**config.mk**
```make
export PLATFORM = sky130hd
export DESIGN_NAME = capture_pair_frequency_meter_top
export DESIGN_NICKNAME = d
export VERILOG_FILES = /design/src/cpfm_pkg.sv /design/src/capture_pair_frequency_meter_top.sv
export SDC_FILE = /design/constraint.sdc
export NUM_CORES = 1
export LEC_CHECK = 0
export BUFFER_PORTS_ARGS = -buffer_cell sky130_fd_sc_hd__buf_2
export CORE_MARGIN = 1.5
export CORE_UTILIZATION = 50
export CTS_CLUSTER_SIZE = 10
export DETAILED_ROUTE_END_ITERATION = 7
export PLACE_DENSITY = 0.76
export SYNTH_ARGS = -nofsm -noshare
export SYNTH_HDL_FRONTEND = slang
export SYNTH_SLANG_ARGS = --single-unit
```
**constraint.sdc**
```tcl
create_clock -name clk -period 4.35 [get_ports clk]
set_input_delay 0.435 -clock clk [delete_from_list [all_inputs] [get_ports clk]]
set_output_delay 0.435 -clock clk [all_outputs]
set_load 0.01 [all_outputs]
```
**src/cpfm_pkg.sv**
```systemverilog
`timescale 1ns / 1ps

package cpfm_pkg;

	// Field widths
	localparam int unsigned WORD_W = 32;
	localparam int unsigned CNT_W  = 5;

	// Core clock after reset, in Hz
	localparam logic [WORD_W-1:0] CORE_CLOCK_RESET = 32'd168000000;

	// Last step of the radix-2 divider
	localparam logic [CNT_W-1:0] DIV_LAST = 5'd31;

	// Sequencer states
	typedef enum logic [1:0] {
		ST_IDLE,
		ST_DIV,
		ST_DONE
	} state_t;

endpackage

```
**src/capture_pair_frequency_meter_top.sv**
```systemverilog
`timescale 1ns / 1ps

// Channel  | Handshake              | Payload
// ---------+------------------------+--------------------------------------------
// capture  | in_valid / in_stall    | capture_value[31:0]
// result   | out_valid / out_stall  | frequency_hz[31:0], period_ticks[31:0],
//          |                        | zero_period
// config   | cfg_valid / cfg_ready  | cfg_data[31:0] (core clock in Hz)
//
// The first capture of a pair is taken and gives no result.
// The second is taken in ST_IDLE, then runs 32 steps of the restoring
// subtract-and-shift divider in ST_DIV, then loads the result register in
// ST_DONE once the output is free. An equal pair skips the divider.
// Reset (arst_n low) waits for a first capture, core clock 168 MHz.
// A held result stalls the block only when the next result is ready to load.

module capture_pair_frequency_meter_top (
	input  logic                          clk,
	input  logic                          arst_n,
	input  logic                          in_valid,
	output logic                          in_stall,
	input  logic [cpfm_pkg::WORD_W-1:0]   capture_value,
	output logic                          out_valid,
	input  logic                          out_stall,
	output logic [cpfm_pkg::WORD_W-1:0]   frequency_hz,
	output logic [cpfm_pkg::WORD_W-1:0]   period_ticks,
	output logic                          zero_period,
	input  logic                          cfg_valid,
	output logic                          cfg_ready,
	input  logic [cpfm_pkg::WORD_W-1:0]   cfg_data
);

	import cpfm_pkg::*;

	state_t              state_q, state_d;
	logic [WORD_W-1:0]   core_clock_q;
	logic                have_first_q;
	logic [WORD_W-1:0]   first_q;
	logic [WORD_W-1:0]   period_q;
	logic [WORD_W-1:0]   rem_q;
	logic [WORD_W-1:0]   quo_q;
	logic [CNT_W-1:0]    cnt_q;
	logic                zero_q;
	logic                out_valid_q;
	logic [WORD_W-1:0]   freq_out_q;
	logic [WORD_W-1:0]   period_out_q;
	logic                zero_out_q;

	logic                in_take;
	logic                out_free;
	logic                load_out;
	logic [WORD_W-1:0]   period_new;
	logic [WORD_W:0]     shifted;
	logic [WORD_W+1:0]   trial;

	// Handshakes
	assign in_take   = in_valid && !in_stall;
	assign out_free  = !out_valid_q || !out_stall;
	assign cfg_ready = (state_q == ST_IDLE);

	// Modular difference of the pair
	assign period_new = capture_value - first_q;

	// One restoring divider step
	assign shifted = {rem_q, quo_q[WORD_W-1]};
	assign trial   = {1'b0, shifted} - {2'b00, period_q};

	// Sequencer: next state and strobes
	always_comb begin
		state_d  = state_q;
		in_stall = 1'b1;
		load_out = 1'b0;
		unique case (state_q)
			ST_IDLE: begin
				in_stall = 1'b0;
				if (in_valid && have_first_q) begin
					state_d = (period_new == '0) ? ST_DONE : ST_DIV;
				end
			end
			ST_DIV: begin
				if (cnt_q == DIV_LAST) begin
					state_d = ST_DONE;
				end
			end
			ST_DONE: begin
				if (out_free) begin
					load_out = 1'b1;
					state_d  = ST_IDLE;
				end
			end
			default: begin
				state_d = ST_IDLE;
			end
		endcase
	end

	// Control registers
	always_ff @(posedge clk or negedge arst_n) begin
		if (!arst_n) begin
			state_q      <= ST_IDLE;
			have_first_q <= 1'b0;
			first_q      <= '0;
			core_clock_q <= CORE_CLOCK_RESET;
			cnt_q        <= '0;
			out_valid_q  <= 1'b0;
		end else begin
			state_q <= state_d;
			if (cfg_valid && cfg_ready) begin
				core_clock_q <= cfg_data;
			end
			if (in_take) begin
				have_first_q <= !have_first_q;
				if (!have_first_q) begin
					first_q <= capture_value;
				end
			end
			if (state_q == ST_DIV) begin
				cnt_q <= cnt_q + 1'b1;
			end else begin
				cnt_q <= '0;
			end
			if (load_out) begin
				out_valid_q <= 1'b1;
			end else if (!out_stall) begin
				out_valid_q <= 1'b0;
			end
		end
	end

	// Divider datapath: dividend shifts out of quo_q as quotient bits shift in
	always_ff @(posedge clk) begin
		if (in_take && have_first_q) begin
			period_q <= period_new;
			zero_q   <= (period_new == '0);
			rem_q    <= '0;
			quo_q    <= {1'b0, core_clock_q[WORD_W-1:1]};
		end else if (state_q == ST_DIV) begin
			if (!trial[WORD_W+1]) begin
				rem_q <= trial[WORD_W-1:0];
				quo_q <= {quo_q[WORD_W-2:0], 1'b1};
			end else begin
				rem_q <= shifted[WORD_W-1:0];
				quo_q <= {quo_q[WORD_W-2:0], 1'b0};
			end
		end
	end

	// Result register
	always_ff @(posedge clk) begin
		if (load_out) begin
			freq_out_q   <= zero_q ? '0 : quo_q + 1'b1;
			period_out_q <= period_q;
			zero_out_q   <= zero_q;
		end
	end

	assign out_valid    = out_valid_q;
	assign frequency_hz = freq_out_q;
	assign period_ticks = period_out_q;
	assign zero_period  = zero_out_q;

	// Checks
	a_zero_result: assert property (@(posedge clk) disable iff (!arst_n)
		out_valid && zero_period |-> frequency_hz == '0 && period_ticks == '0)
		else $error("zero period result carries nonzero fields");

	a_nonzero_freq: assert property (@(posedge clk) disable iff (!arst_n)
		out_valid && !zero_period |-> frequency_hz != '0)
		else $error("nonzero period gave zero frequency");

	a_second_starts: assert property (@(posedge clk) disable iff (!arst_n)
		in_take && have_first_q |=> state_q == ST_DIV || state_q == ST_DONE)
		else $error("second capture did not start the divider");

	a_cnt_idle: assert property (@(posedge clk) disable iff (!arst_n)
		state_q != ST_DIV |-> cnt_q == '0)
		else $error("divider step count running outside divide");

endmodule

```
==> results by group <==
Timing
  • Slew margin rel.: 35.2%
  • Final Max Slew Viols: 0
  • Final hold vios: 0
  • Final period demand of the worst path: just over 4 ns
  • Clk_skew: between 0.01 and 0.015 ns
  • Period utilisation layout: 92.7%
  • RSZ-0062 raised after global routing: no
  • Worst-Margin Slew: between 0.9 and 1 ns
  • Setup violators final: 0
  • Final WS setup: ~0.32 ns
  • FMAX: approximately 250 MHz
  • Setup TNS: 0 ns

Die
  • CORE AREA: 25200 um2
  • Die Ht: 163 um
  • Die area: roughly 27000 um2
  • Die width: about 160 um
  • Num ports: 137
  • Effective utilization at floorplan: just over 50%
  • # rows: just under 60

Setup path
  • Worst r2r path cells: 12
  • WP data required: around 4.7 ns
  • Reg2reg end: zero_q
  • CP Class: register to register
  • Endpoint class of the critical path: register
  • Critical path startpoint category: register
  • R2R Path Start: first_q[0]
  • Arrival @ worst endpoint: around 4.4 ns
  • Reg2reg setup slack: between 0.3 and 0.4 ns
  • Max FO, Critical Path: 3
  • Worst setup endpoint: zero_q
  • Critical path origin: first_q[0]

Synth
  • Synthesized Nets: approximately 1400
  • Synth cell count leaders: nand2_1, edfxtp_1, o21ai_0
  • Sequential share of the synthesized area: a little under 50%
  • Synth area leader: edfxtp_1
  • Synth unique cells: a little under 80
  • Area contributors post-synth: edfxtp_1, dfrtp_1, ha_1
  • Seq cells post-synth: 234
  • Synth warn: 0
  • Proportion of netlist area held by the largest area contributor: between 30% and 40%
  • Ys flop type: edfxtp_1
  • Post-synthesis cell count: 1288
  • Top-count cell post-synth: nand2_1
  • Synth Area per Inst: ~10 um2
  • Number of enable flip-flop cells after synthesis: 129
  • Cell Area, Synth: 12800 um2
  • Asr flop ratio synth: 30.8%

Finish
  • Fillers: approximately 2100
  • Layout cells sized above 1: ~17%
  • Ant diodes: 0
  • Post-route insts no fill: 1777
  • Register area: 6350 um2
  • Layout area overhead: 14.6%
  • Final Net Count: roughly 1600
  • Area of the multi-input gates: roughly 6000 um2

Routing
  • DR WL/cell: ~16 um
  • Vias per cell: ~5.5
  • Drt drc: 0
  • Vias post-DR: ~9700
  • Final ANT Viol Nets: 0
  • Post-Route WL: 27900 um
  • 1st-iter DRT viols: 511
  • First-pass DRT Iterations: 5

Pwr
  • IR drop worst, VDD: about 0.00045 V
  • Pwr/cell area: approximately 760 nW/um2
  • P_leak: around 6.3 nW

Global routing
  • Largest net degree at the start of global routing: 73
  • Initial antenna violation count: 0
  • Tot GR Track Use: a little over a fifth
  • Number of global-route vias before repair: around 9400
  • First-pass GRT wire length: roughly 45000 um
  • Overflow after GRT: 0

Clock network
  • Resize count post-CTS: 0
  • Clock transition at path regs: around 0.06 ns
  • Worst skew pair latency: around 0.53 ns
  • CTS Buffer Depth: 3
  • H-Tree Level Count: 1
  • CTS sink count: about 230
  • CTS tree: yes
  • Setup bufs post-CTS: 0
  • CTS Buf Count: 28
  • Hold-fix buffer count after cts: 0
  • Root Driver: clkbuf_16

Min path
  • Hold Crit Class: input port to asynchronous set/reset pin

Status
  • Result of the run: complete, no violations

Placed design
  • Dpl hpwl: between 20000 and 25000 um
  • Port bufs: 135
  • DP Cell Count: around 1700
  • Final Wtd Congestion: between 0.9 and 1
  • Pre-CTS WS: approximately 0.11 ns

Run
  • Number of max-cap violations: 0
-- layer usage --
layer	wire [um]	up-vias	track usage (%)
met5	0	-	0
met4	780	0	6.63
met3	1340	51	2.62
met2	13800	238	37.3
met1	12000	4603	26.7
li1	-	4827	-
-- layout make-up --
class                      count  share of cell area, %
sequential                   234                   43.3
multi-input combinational    928                   40.7
timing repair buffer         152                   5.49
clock buffer                  47                   5.26
tap                          330                   2.81
inverter                      81                   2.07
clock inverter                 5                  0.409
-- registers in the layout, indices dropped and copies added (netlist names), 5 cells and up --
signal and count:
first_q 32, frequency_hz 32, rem_q 32, core_clock_q 31
quo_q 32, period_ticks 32, period_q 32, cnt_q 5
-- metrics by stage --
stage | total power [W] | util (%) | hold WS [ns] | area, um2
3_3_place_gp | 0.00881 | 55.0 | 0.432 | 13800
5_1_grt | 0.0120 | 58.3 | 0.114 | 14700
2_1_floorplan | 0.00782 | - | 0.139 | 12800
6_report | 0.0111 | 58.3 | 0.0625 | 14700
3_5_place_dp | 0.00902 | 55.0 | 0.441 | 13800
4_1_cts | 0.0112 | 58.3 | 0.0900 | 14700
-- how the worst min path moves through the flow --
stage,endpoint,cells after the start,slack [ns]
6_report,first_q[5],1,0.06
5_1_grt,core_clock_q[13],2,0.11
4_1_cts,first_q[4],1,0.09
3_5_place_dp,period_ticks[12],0,0.44
3_3_place_gp,period_ticks[13],0,0.43
2_1_floorplan,cnt_q[0],0,0.14
-- power by group --
group          internal [W]  switching [W]  leakage (nW)
combinational       0.00224        0.00298          3.56
sequential          0.00334       0.000484          2.35
clock               0.00126       0.000844         0.398
total               0.00684        0.00430          6.30
-- critical path: stages, from the launching register on --
cell,delay [ns]
dfrtp_1,0.37
ha_1,0.22
fa_1,0.42
and2b_2,0.25
o211ai_1,0.10
a211o_1,0.29
or4b_1,0.51
or4_1,0.45
nor2_1,0.11
nand2_1,0.07
or4b_1,0.45
or4_1,0.50
nor4_2,0.14
-- layout by cell type (no fill, tap or decap), types with 9 or more instances in the layout --
master and count:
buf_2 134, and3_1 14, clkbuf_16 28, nand4_1 14
dfrtp_1 63, edfxtp_1 129, nand2b_1 13, nand3_1 27
a21oi_1 65, buf_4 18, o21ai_1 9, a211oi_1 10
clkbuf_1 19, xor2_1 34, dfxtp_1 33, nand2_1 207
nor2_1 87, or3_1 17, a21o_1 27, ha_1 66
inv_1 80, o21ai_0 95, nor2b_1 9, mux2i_1 30
mux2_2 34, dfstp_2 9, nor3_1 15, xnor2_1 43
-- cell families after synthesis --
logic type | share of synthesized area (%)
xor+xnor | 5.27
compound gates | 13.0
simple gates | 16.0
fa+ha+maj | 6.76
flops | 49.6
buf+inv | 4.05
mux | 5.33
(Power assumes the default switching activity.)
